==> src/hdl/cuw_pkg.sv <==
// Shared types, constants and classification helpers for the card UID check block.
package cuw_pkg;

  // Table size default; the back end sizes its table and counter from this.
  localparam int unsigned TABLE_DEPTH_DEF = 16;

  // Entries in the queue between front and back end.
  localparam int unsigned QUEUE_DEPTH = 2;

  // Command codes on the input.
  localparam logic CMD_ADD  = 1'b0;
  localparam logic CMD_POLL = 1'b1;

  // Result event codes.
  localparam logic [2:0] EV_NONE   = 3'd0;
  localparam logic [2:0] EV_ACCEPT = 3'd1;
  localparam logic [2:0] EV_REJECT = 3'd2;
  localparam logic [2:0] EV_ADDED  = 3'd3;
  localparam logic [2:0] EV_FULL   = 3'd4;

  // Reader status constants.
  localparam logic [7:0] IRQ_DONE_MASK  = 8'h30;
  localparam logic [7:0] IRQ_TIMER_MASK = 8'h01;
  localparam logic [7:0] ERR_FAIL_MASK  = 8'h1B;
  localparam logic [6:0] REQ_MIN_LEVEL  = 7'd2;
  localparam logic [6:0] AC_MIN_LEVEL   = 7'd5;

  typedef struct packed {
    logic        command;
    logic [31:0] entry_uid;
    logic [7:0]  req_irq;
    logic [7:0]  req_error;
    logic [6:0]  req_level;
    logic [7:0]  ac_irq;
    logic [7:0]  ac_error;
    logic [6:0]  ac_level;
    logic [31:0] uid_bytes;
    logic [7:0]  check_byte;
  } item_t;

  typedef struct packed {
    logic [2:0]  event_res;
    logic [31:0] card_uid;
    logic [31:0] last_uid;
    logic        last_valid;
  } result_t;

  // What the front end decided about a transaction.
  typedef enum logic [1:0] {
    OP_ADD,
    OP_POLL_OK,
    OP_POLL_FAIL
  } op_kind_t;

  typedef struct packed {
    op_kind_t    kind;
    logic [31:0] uid;
  } op_t;

  typedef enum logic [1:0] {
    B_IDLE,
    B_SCAN,
    B_PUT
  } back_state_t;

  // One reader exchange: a timer flag without done flags, an error bit of the fail mask,
  // or a short FIFO fails it.
  function automatic logic stage_ok(input logic [7:0] irq, input logic [7:0] err,
                                    input logic [6:0] level, input logic [6:0] need);
    logic timeout;
    timeout = ((irq & IRQ_DONE_MASK) == 8'h00) && ((irq & IRQ_TIMER_MASK) != 8'h00);
    return !timeout && ((err & ERR_FAIL_MASK) == 8'h00) && (level >= need);
  endfunction

  function automatic logic [7:0] uid_xor(input logic [31:0] uid);
    return uid[7:0] ^ uid[15:8] ^ uid[23:16] ^ uid[31:24];
  endfunction

endpackage

==> src/hdl/card_uid_check_and_whitelist_core.sv <==
// Top level of the card UID check and whitelist block.
// Card UID check and whitelist. Each transaction is either a whitelist add
// (command 0, entry_uid) or the outcome of one card poll (command 1) with the
// reader status after the request and anticollision exchanges. The front end
// classifies a poll on entry: it fails when an exchange timed out without a
// done flag, when an error bit of 0x1B is set, when the FIFO level is short
// (below 2 after request, below 5 after anticollision), or when the XOR of the
// four UID bytes differs from the check byte. Classified transactions wait in
// a two-entry queue, so push keeps being taken while the back end works, as
// long as the queue is not full. The back end handles one transaction at a
// time: an add writes the table when it is taken (event 3, or 4 when the
// table already holds TABLE_DEPTH entries); a good poll records the card as
// the last card and scans the table one entry a cycle through the table's
// registered read port. A result left unpopped holds the back end until it
// is taken. Each transaction gives exactly one result in arrival order; the
// result register holds it until popped. last_uid and last_valid show the
// state right after that transaction. Table entries are only read below the
// fill count, so the table needs no clearing after reset.
module card_uid_check_and_whitelist_core #(
  parameter int unsigned TABLE_DEPTH = cuw_pkg::TABLE_DEPTH_DEF
) (
  input  logic             clk,
  input  logic             rst,
  // input side
  input  logic             push,
  output logic             full,
  input  cuw_pkg::item_t   item,
  // result side
  output logic             empty,
  input  logic             pop,
  output cuw_pkg::result_t result
);

  logic         q_push;
  cuw_pkg::op_t q_wr_op;
  cuw_pkg::op_t q_rd_op;
  logic         q_full;
  logic         q_empty;
  logic         q_pop;
  logic         res_valid;

  // classification on the way in
  cuw_front u_front (
    .push   (push),
    .item   (item),
    .q_full (q_full),
    .q_push (q_push),
    .q_op   (q_wr_op)
  );

  // decouples acceptance from the table scan
  cuw_queue u_queue (
    .clk   (clk),
    .rst   (rst),
    .wr    (q_push),
    .wr_op (q_wr_op),
    .rd    (q_pop),
    .rd_op (q_rd_op),
    .full  (q_full),
    .empty (q_empty)
  );

  // table, last card and the result register
  cuw_back #(
    .TABLE_DEPTH (TABLE_DEPTH)
  ) u_back (
    .clk       (clk),
    .rst       (rst),
    .q_empty   (q_empty),
    .q_op      (q_rd_op),
    .q_pop     (q_pop),
    .res_pop   (pop),
    .res_valid (res_valid),
    .res       (result)
  );

  assign full  = q_full;
  assign empty = !res_valid;

endmodule

==> src/hdl/cuw_front.sv <==
// Front end: accepts transactions and classifies them into add, good poll or failed poll.
module cuw_front (
  input  logic           push,
  input  cuw_pkg::item_t item,
  input  logic           q_full,
  output logic           q_push,
  output cuw_pkg::op_t   q_op
);

  logic poll_good;

  always_comb begin
    poll_good = cuw_pkg::stage_ok(item.req_irq, item.req_error, item.req_level,
                                  cuw_pkg::REQ_MIN_LEVEL) &&
                cuw_pkg::stage_ok(item.ac_irq, item.ac_error, item.ac_level,
                                  cuw_pkg::AC_MIN_LEVEL) &&
                (cuw_pkg::uid_xor(item.uid_bytes) == item.check_byte);
  end

  always_comb begin
    q_push = push && !q_full;
    if (item.command == cuw_pkg::CMD_ADD) begin
      q_op.kind = cuw_pkg::OP_ADD;
      q_op.uid  = item.entry_uid;
    end else if (poll_good) begin
      q_op.kind = cuw_pkg::OP_POLL_OK;
      q_op.uid  = item.uid_bytes;
    end else begin
      q_op.kind = cuw_pkg::OP_POLL_FAIL;
      q_op.uid  = item.uid_bytes;
    end
  end

endmodule

==> src/hdl/cuw_queue.sv <==
// Short queue of classified operations between front and back end.
module cuw_queue (
  input  logic         clk,
  input  logic         rst,
  input  logic         wr,
  input  cuw_pkg::op_t wr_op,
  input  logic         rd,
  output cuw_pkg::op_t rd_op,
  output logic         full,
  output logic         empty
);

  localparam int unsigned PW = (cuw_pkg::QUEUE_DEPTH > 1) ? $clog2(cuw_pkg::QUEUE_DEPTH) : 1;
  localparam int unsigned CW = $clog2(cuw_pkg::QUEUE_DEPTH + 1);

  cuw_pkg::op_t slot [cuw_pkg::QUEUE_DEPTH];
  logic [PW-1:0] wr_ptr;
  logic [PW-1:0] rd_ptr;
  logic [CW-1:0] fill;

  logic do_wr;
  logic do_rd;

  assign full  = (fill == CW'(cuw_pkg::QUEUE_DEPTH));
  assign empty = (fill == '0);
  assign do_wr = wr && !full;
  assign do_rd = rd && !empty;
  assign rd_op = slot[rd_ptr];

  always_ff @(posedge clk) begin
    if (do_wr) begin
      slot[wr_ptr] <= wr_op;
    end
  end

  always_ff @(posedge clk) begin
    if (rst) begin
      wr_ptr <= '0;
      rd_ptr <= '0;
      fill   <= '0;
    end else begin
      if (do_wr) begin
        wr_ptr <= (wr_ptr == PW'(cuw_pkg::QUEUE_DEPTH - 1)) ? '0 : wr_ptr + 1'b1;
      end
      if (do_rd) begin
        rd_ptr <= (rd_ptr == PW'(cuw_pkg::QUEUE_DEPTH - 1)) ? '0 : rd_ptr + 1'b1;
      end
      if (do_wr && !do_rd) begin
        fill <= fill + 1'b1;
      end else if (do_rd && !do_wr) begin
        fill <= fill - 1'b1;
      end
    end
  end

endmodule

==> src/hdl/cuw_back.sv <==
// Back end: whitelist table, last-card state, table scan and result register.
module cuw_back #(
  parameter int unsigned TABLE_DEPTH = cuw_pkg::TABLE_DEPTH_DEF
) (
  input  logic             clk,
  input  logic             rst,
  input  logic             q_empty,
  input  cuw_pkg::op_t     q_op,
  output logic             q_pop,
  input  logic             res_pop,
  output logic             res_valid,
  output cuw_pkg::result_t res
);

  localparam int unsigned AW = (TABLE_DEPTH > 1) ? $clog2(TABLE_DEPTH) : 1;
  localparam int unsigned CW = $clog2(TABLE_DEPTH + 1);

  logic [31:0] allow_mem [TABLE_DEPTH];

  cuw_pkg::back_state_t state;
  cuw_pkg::back_state_t state_next;

  logic [CW-1:0]    allow_count;
  logic [31:0]      last_card;
  logic             last_seen;
  cuw_pkg::op_kind_t kind;
  logic [31:0]      uid;
  logic [2:0]       pend_ev;
  logic [CW-1:0]    scan_idx;
  logic [31:0]      rd_data;
  logic             rd_vld;
  logic             hit;

  logic take;
  logic issue;
  logic load;
  logic table_full;
  logic [2:0] ev_final;

  assign table_full = (allow_count == CW'(TABLE_DEPTH));

  // next state
  always_comb begin
    state_next = state;
    case (state)
      cuw_pkg::B_IDLE: begin
        if (!q_empty) begin
          if (q_op.kind == cuw_pkg::OP_POLL_OK && allow_count != '0) begin
            state_next = cuw_pkg::B_SCAN;
          end else begin
            state_next = cuw_pkg::B_PUT;
          end
        end
      end
      cuw_pkg::B_SCAN: begin
        if (scan_idx == allow_count && !rd_vld) begin
          state_next = cuw_pkg::B_PUT;
        end
      end
      cuw_pkg::B_PUT: begin
        if (!res_valid || res_pop) begin
          state_next = cuw_pkg::B_IDLE;
        end
      end
      default: state_next = cuw_pkg::B_IDLE;
    endcase
  end

  // state outputs
  always_comb begin
    take  = 1'b0;
    issue = 1'b0;
    load  = 1'b0;
    case (state)
      cuw_pkg::B_IDLE: take  = !q_empty;
      cuw_pkg::B_SCAN: issue = (scan_idx < allow_count);
      cuw_pkg::B_PUT:  load  = !res_valid || res_pop;
      default: begin
        take  = 1'b0;
        issue = 1'b0;
        load  = 1'b0;
      end
    endcase
  end

  assign q_pop = take;

  always_comb begin
    if (kind == cuw_pkg::OP_POLL_OK) begin
      ev_final = hit ? cuw_pkg::EV_ACCEPT : cuw_pkg::EV_REJECT;
    end else begin
      ev_final = pend_ev;
    end
  end

  // table memory: one write port, one registered read port
  always_ff @(posedge clk) begin
    if (take && q_op.kind == cuw_pkg::OP_ADD && !table_full) begin
      allow_mem[allow_count[AW-1:0]] <= q_op.uid;
    end
    if (issue) begin
      rd_data <= allow_mem[scan_idx[AW-1:0]];
    end
  end

  // operation payload
  always_ff @(posedge clk) begin
    if (take) begin
      kind     <= q_op.kind;
      uid      <= q_op.uid;
      scan_idx <= '0;
      hit      <= 1'b0;
      if (q_op.kind == cuw_pkg::OP_ADD) begin
        pend_ev <= table_full ? cuw_pkg::EV_FULL : cuw_pkg::EV_ADDED;
      end else begin
        pend_ev <= cuw_pkg::EV_NONE;
      end
    end else begin
      if (issue) begin
        scan_idx <= scan_idx + 1'b1;
      end
      if (rd_vld && rd_data == uid) begin
        hit <= 1'b1;
      end
    end
    if (load) begin
      res.event_res <= ev_final;
      res.card_uid  <= (kind == cuw_pkg::OP_POLL_OK) ? uid : 32'h0;
      res.last_uid  <= last_card;
      res.last_valid <= last_seen;
    end
  end

  // control state
  always_ff @(posedge clk) begin
    if (rst) begin
      state       <= cuw_pkg::B_IDLE;
      allow_count <= '0;
      last_card   <= 32'h0;
      last_seen   <= 1'b0;
      rd_vld      <= 1'b0;
      res_valid   <= 1'b0;
    end else begin
      state  <= state_next;
      rd_vld <= issue;
      if (take && q_op.kind == cuw_pkg::OP_ADD && !table_full) begin
        allow_count <= allow_count + 1'b1;
      end
      if (take && q_op.kind == cuw_pkg::OP_POLL_OK) begin
        last_card <= q_op.uid;
        last_seen <= 1'b1;
      end
      if (load) begin
        res_valid <= 1'b1;
      end else if (res_pop) begin
        res_valid <= 1'b0;
      end
    end
  end

endmodule

==> config.mk <==
export PLATFORM = sky130hd
export DESIGN_NAME = card_uid_check_and_whitelist_core
export DESIGN_NICKNAME = d
export VERILOG_FILES = /design/src/hdl/cuw_pkg.sv /design/src/hdl/card_uid_check_and_whitelist_core.sv /design/src/hdl/cuw_front.sv /design/src/hdl/cuw_queue.sv /design/src/hdl/cuw_back.sv
export SDC_FILE = /design/constraint.sdc
export NUM_CORES = 1
export LEC_CHECK = 0
export ABC_AREA = 0
export BUFFER_PORTS_ARGS = -buffer_cell sky130_fd_sc_hd__buf_4
export CAP_MARGIN = 15
export CORE_ASPECT_RATIO = 0.6
export CORE_UTILIZATION = 54
export CTS_CLUSTER_SIZE = 28
export DETAILED_ROUTE_END_ITERATION = 7
export GPL_ROUTABILITY_DRIVEN = 0
export GPL_TIMING_DRIVEN = 0
export PLACE_DENSITY = 0.75
export SLEW_MARGIN = 20
export SYNTH_ARGS = -nofsm -noshare
export SYNTH_HDL_FRONTEND = slang
export SYNTH_SLANG_ARGS = --single-unit
export TNS_END_PERCENT = 30
==> constraint.sdc <==
create_clock -name clk -period 4.1 [get_ports clk]
set_input_delay 0.41 -clock clk [delete_from_list [all_inputs] [get_ports clk]]
set_output_delay 0.41 -clock clk [all_outputs]
set_load 0.02 [all_outputs]
==> results of run 1 <==
==> placed cells by master (no fill, tap or decap), drive strengths merged, types with 35 or more instances in the layout <==
cell      n
nand2b   37
nand2    46
mux2     66
dfxtp    53
clkbuf  129
nor2     41
buf     239
edfxtp  716
and2     35
a21oi    40
mux4    160
xnor2    54
==> stage by stage <==
| step | hold WS, ps | worst slack, ps | utilization (%) |
|---|---|---|---|
| 2_1_floorplan | 409 | -192 | - |
| 3_3_place_gp | 418 | -3140 | 59.4 |
| 3_5_place_dp | 416 | 410 | 61.4 |
| 4_1_cts | 124 | 356 | 65.6 |
| 5_1_grt | 130 | 143 | 65.6 |
| 6_report | 143 | 262 | 65.6 |
==> power by group <==
group,internal (µW),switching [µW],total [µW]
clock network,3630,2850,6490
logic,1040,2020,3060
registers,9890,309,10200
total,14600,5180,19700
==> kinds of logic (layout without fill, tap and decap cells) <==
group | after synthesis | count (layout)
other cells | 0 | 1
mux | 226 | 226
buf+inv | 75 | 421
flops | 769 | 769
xor+xnor | 68 | 68
simple gates | 205 | 205
fa+ha+maj | 11 | 11
compound gates | 54 | 54
==> flip-flops by register name, summed over array words and instances (netlist names), 2 cells and up, named ones only <==
register,cells
u_queue.fill,2
u_back.scan_idx,5
u_back.uid,32
u_back.allow_mem,512
u_back.res,68
u_back.state,2
u_back.kind,2
u_back.rd_data,32
u_back.pend_ev,2
u_queue.slot,68
u_back.last_card,32
u_back.allow_count,5
==> cell usage after synthesis, types with 9 or more instances <==
cell type / number / area [µm²]
xnor2_1: 54 / 473
inv_1: 12 / 45.0
ha_1: 11 / 138
clkbuf_1: 43 / 161
buf_1: 10 / 37.5
a21oi_1: 40 / 200
mux4_2: 160 / 3600
edfxtp_1: 716 / 21500
nand4_1: 10 / 62.6
and2_1: 35 / 219
buf_2: 9 / 45.0
nand2b_1: 37 / 231
dfxtp_1: 53 / 1060
nor3_1: 11 / 55.1
nand2_1: 45 / 169
mux2_2: 66 / 743
nor2_1: 41 / 154
==> layout make-up <==
cell class,count,area (µm²)
inverter,12,45.0
clock inverter,41,403
antenna,1,2.50
tap,703,880
sequential,769,22600
timing repair buffer,221,2230
clock buffer,84,1820
buffer,63,262
fill,3351,18300
multi-input combinational,564,6700
==> layer usage <==
layer / GRT usage [%] / wire length [µm] / vias up
li1: - / - / 6248
met1: 39.2 / 29000 / 8039
met2: 42.5 / 35100 / 986
met3: 5.64 / 7390 / 168
met4: 11.6 / 3500 / 0
met5: 0 / 0 / -
==> worst min-delay path by stage <==
stage	cells after the start	start	slack, ps	endpoint
3_5_place_dp	0	u_back.last_card[23]	420	u_back.res[24]
3_3_place_gp	0	u_back.last_card[31]	420	u_back.res[32]
5_1_grt	2	item[115]	130	u_queue.slot[1][29]
6_report	2	item[108]	140	u_queue.slot[0][22]
4_1_cts	2	item[93]	120	u_queue.slot[1][7]
2_1_floorplan	0	u_back.last_seen	410	u_back.res[0]
==> qor.csv, run 1 <==
stage,metric,value,unit
die,placementRows,65,
pwr,leakagePower,0.0113,µW
hold_path,hold_path_class,input pin to flip-flop,
grt,grt_pass1_vias,15400,
setup_path,path_common_cell,buf_4,
pwr,power,19700,µW
cts,h-tree-depth,3,
die,start_util,55.3,%
routing,first_pass_iters,5,
setup_path,path_buf_inv,3,
routing,drtIter0Drc,2136,
setup_path,reg2reg_from,u_back.allow_count[0],
setup_path,slowest_delay,750,ps
routing,routed_wl,75000,µm
routing,ant_nets,0,
setup_path,crit_cells,8,
synthesis,synth_edf_count,716,
synthesis,ys_warn_count,0,
timing,finalHoldViolCount,0,
layout,drive_gt1_share,33.6,%
synthesis,synthSimpleGateAreaFrac,3.62,%
setup_path,crit_slowest_cell,nor3_2,
synthesis,syn-cell-area,0.0294,mm²
cts,clock_sinks,769,
cts,clockBufferDepth,3,
placement,port_buffers,171,
synthesis,yosys_most_used_dff,edfxtp_1,
synthesis,synthAdderAreaFrac,0.468,%
synthesis,yosysSeqAreaShare,76.7,%
routing,routedWlPerCell,30.5,µm
synthesis,synth-xor-area-share,2.35,%
grt,grt_first_pass_wirelength,107000,µm
die,io_pins,193,
synthesis,synth_area_per_cell,20.9,µm²
timing,rsz0062_at_grt,no,
cts,ctsResizeCount,0,
die,die_h,183,µm
grt,grt_overflow,0,
timing,min_period,3840,ps
timing,timing.final.crit_share,93.6,%
setup_path,criticalPathCategory,flip-flop to flip-flop,
layout,finalNonFillerCells,2458,
status,status,"complete, no violations",
timing,finalSetupViolations,0,
setup_path,cp_max_fo,9,
layout,nets,1833,
setup_path,required,4390,ps
synthesis,postSynthCellCount,1408,
timing,clock.fmax,261,MHz
layout,final_area,0.0349,mm²
setup_path,critPathCapture,u_back.allow_mem[1][19],
cts,cts_hold_buf,0,
synthesis,async_flop_share,0,%
run,drv_cap,0,
cts,cts_setup_buffers,0,
grt,grt_start_max_net_pins,26,
grt,antenna_found_initial,0,
setup_path,cp_top_family,simple AND/OR/NAND/NOR gates,
routing,vias,15400,
routing,drc,0,
timing,slew_viol_final,0,
setup_path,regToRegEndpoint,u_back.allow_mem[1][19],
timing,fin_tns_setup,0,ps
cts,insertion_delay,600,ps
timing,worstMarginPinSlew,1190,ps
setup_path,ff2ff_path_depth,8,
cts,clk_pin_slew_worst_paths,70,ps
die,dieArea,0.0554,mm²
cts,cts-buffers-inserted,68,
die,fp.dieW,303,µm
timing,clock_skew,22.9,ps
placement,hpwl,49800,µm
placement,placed_cells,2332,
layout,area_delta_synth_final,18.6,%
setup_path,cp-start-kind,flip-flop,
synthesis,yosys-mux-area-fraction,14.8,%
setup_path,ff2ff_setup_slack,260,ps
setup_path,crit_arrival,4130,ps
synthesis,synth_top_family_by_area,multiplexers,
pwr,vdd_drop_max,0.321,mV
placement,dpl-instance-area,0.0327,mm²
cts,cts_tree,built,
synthesis,synth.ff_latch_count,769,
die,coreArea,0.0532,mm²
synthesis,ys_types,40,
setup_path,crit_start,u_back.allow_count[0],
setup_path,path_cells,inv_1 > ha_1 > nor4bb_1 > a2111oi_4 > nand2_1 > nor3_2 > buf_4 > buf_4,
cts,cts_root_buf,clkbuf_16,
synthesis,synth_compound_area_share,1.07,%
routing,avgViaCountPerCell,6.28,
pwr,power_density,566,mW/mm²
grt,grtUsageTotal,27.7,%
setup_path,cp-end-kind,flip-flop,
synthesis,synth_fp_nets,1542,
timing,slew_headroom,20.4,%
Note: power is estimated with default switching activity, not from simulation.
==> run 2: changes to the inputs <==
--- a/config.mk
+++ b/config.mk
@@ -9,12 +9,11 @@
 export BUFFER_PORTS_ARGS = -buffer_cell sky130_fd_sc_hd__buf_4
 export CAP_MARGIN = 15
 export CORE_ASPECT_RATIO = 0.6
-export CORE_UTILIZATION = 54
+export CORE_UTILIZATION = 40
 export CTS_CLUSTER_SIZE = 28
 export DETAILED_ROUTE_END_ITERATION = 7
 export GPL_ROUTABILITY_DRIVEN = 0
 export GPL_TIMING_DRIVEN = 0
-export PLACE_DENSITY = 0.75
 export SLEW_MARGIN = 20
 export SYNTH_ARGS = -nofsm -noshare
 export SYNTH_HDL_FRONTEND = slang
==> run 2 against run 1 <==
Cell area rose by 1.6%. Clock skew fell by 6.3 ps. Count of clock-buffer cells in the layout rose by 9. Core utilization fell by 17 points. First-iteration DRC count fell by 12%. Die area rose by 35%. Clock power rose by 3%. Fmax rose by 2.2%. Cell count rose by 12%. Worst hold slack got worse by 31 ps. Sequential power barely moved.
==> qor.csv, run 2 (synthesis results as in run 1) <==
stage,metric,value,unit
status,status,"complete, no violations",
placement,hpwl,53500,µm
placement,dpl-instance-area,0.0331,mm²
die,placementRows,76,
grt,grt_first_pass_wirelength,109000,µm
placement,placed_cells,2607,
routing,drc,0,
cts,clock_sinks,769,
timing,worstMarginPinSlew,1110,ps
grt,grtUsageTotal,20.9,%
setup_path,crit_start,u_back.allow_count[0],
grt,grt_start_max_net_pins,35,
timing,finalHoldViolCount,0,
layout,largest_register_ffs,512,
timing,fin_tns_setup,0,ps
timing,slew_viol_final,0,
timing,rsz0062_at_grt,no,
layout,finalNonFillerCells,2742,
layout,drive_gt1_share,33.8,%
cts,cts_root_buf,clkbuf_16,
setup_path,cp_max_fo,8,
setup_path,reg2reg_from,u_back.allow_count[0],
setup_path,cp-end-kind,flip-flop,
timing,finalSetupViolations,0,
layout,seq_area,0.0226,mm²
cts,insertion_delay,620,ps
cts,h-tree-depth,3,
pwr,leakagePower,0.0114,µW
grt,grt_overflow,0,
pwr,vdd_drop_max,0.400,mV
setup_path,criticalPathCategory,flip-flop to flip-flop,
grt,grt_pass1_vias,15200,
layout,layout_common_cells,"716 x edfxtp_1, 183 x buf_4, 160 x mux4_2",
layout,area_delta_synth_final,20.6,%
routing,routed_wl,77300,µm
grt,antenna_found_initial,3,
die,start_util,40.7,%
die,io_pins,193,
routing,first_pass_iters,5,
placement,port_buffers,171,
timing,clock_skew,16.6,ps
cts,cts_tree,built,
timing,min_period,3750,ps
routing,ant_nets,0,
timing,timing.final.crit_share,91.6,%
setup_path,cp-start-kind,flip-flop,
cts,cts-buffers-inserted,73,
routing,drtIter0Drc,1873,
layout,nFillCells,5871,
timing,clock.fmax,266,MHz
run,drv_cap,0,
routing,routedWlPerCell,28.2,µm
routing,vias,15000,
die,dieArea,0.0747,mm²
layout,final_area,0.0355,mm²
layout,multi_input_area,0.00670,mm²
cts,cts_setup_buffers,0,
layout,layout_commonest_cell,edfxtp_1,
cts,ctsResizeCount,0,
routing,avgViaCountPerCell,5.48,
layout,utilization,49.1,%
timing,slew_headroom,26.1,%
pwr,power_density,563,mW/mm²
die,die_h,212,µm
cts,clk_pin_slew_worst_paths,60,ps
cts,clockBufferDepth,3,
setup_path,required,4420,ps
cts,cts_hold_buf,0,
die,coreArea,0.0723,mm²
die,fp.dieW,352,µm
hold_path,hold_path_class,input pin to flip-flop,
hold_path,min_from,pop,
setup_path,crit_arrival,4070,ps
layout,nets,1841,
-- run 2: routing by layer --
layer / GRT usage, % / wire [µm] / vias to the layer above
met5: 0 / 13 / -
met4: 6.57 / 2170 / 2
met3: 5.91 / 7470 / 118
met2: 31.2 / 34500 / 654
met1: 29.7 / 33100 / 7968
li1: - / - / 6274
-- run 2: metrics by stage --
step           hold WS [ps]  setup slack (ps)  total power, µW
2_1_floorplan           409              -192            11900
3_3_place_gp            419             -3440            13600
3_5_place_dp            416               486            13500
5_1_grt                 104               223            20600
4_1_cts                85.9               394            20100
6_report                111               346            20000
-- run 2: final cells by class --
cell class | instances | area share, %
Timing Repair Buffer | 224 | 6.60
Antenna cell | 2 | 0.0141
Clock inverter | 40 | 0.931
Buffer | 63 | 0.744
Clock buffer | 93 | 5.66
Inverter | 12 | 0.127
Tap cell | 975 | 3.44
Multi-Input combinational cell | 564 | 18.9
Sequential cell | 769 | 63.6
-- run 2: power breakdown --
group	switching [µW]	internal, µW	leakage, µW
Clock	2900	3790	0.00114
Combinational	2070	1040	0.00328
Sequential	291	9890	0.00694
-- run 2: final timing paths --
| check | end | slack (ps) | cells past startpoint |
|---|---|---|---|
| max | u_back.allow_mem[2][17] | 350 | 9 |
| max reg2reg | u_back.allow_mem[2][17] | 350 | 9 |
| min reg2reg | u_back.res[17] | 430 | 0 |
| min | u_back.res_valid | 110 | 3 |
-- run 2: worst max-delay path, stage by stage (launching register included) --
cell and delay [ps]:
dfxtp_1 500, inv_1 130, ha_1 240, nor4bb_1 180
a2111oi_4 690, nand2_1 400, nor3_2 630, buf_6 230
buf_4 210, buf_4 210
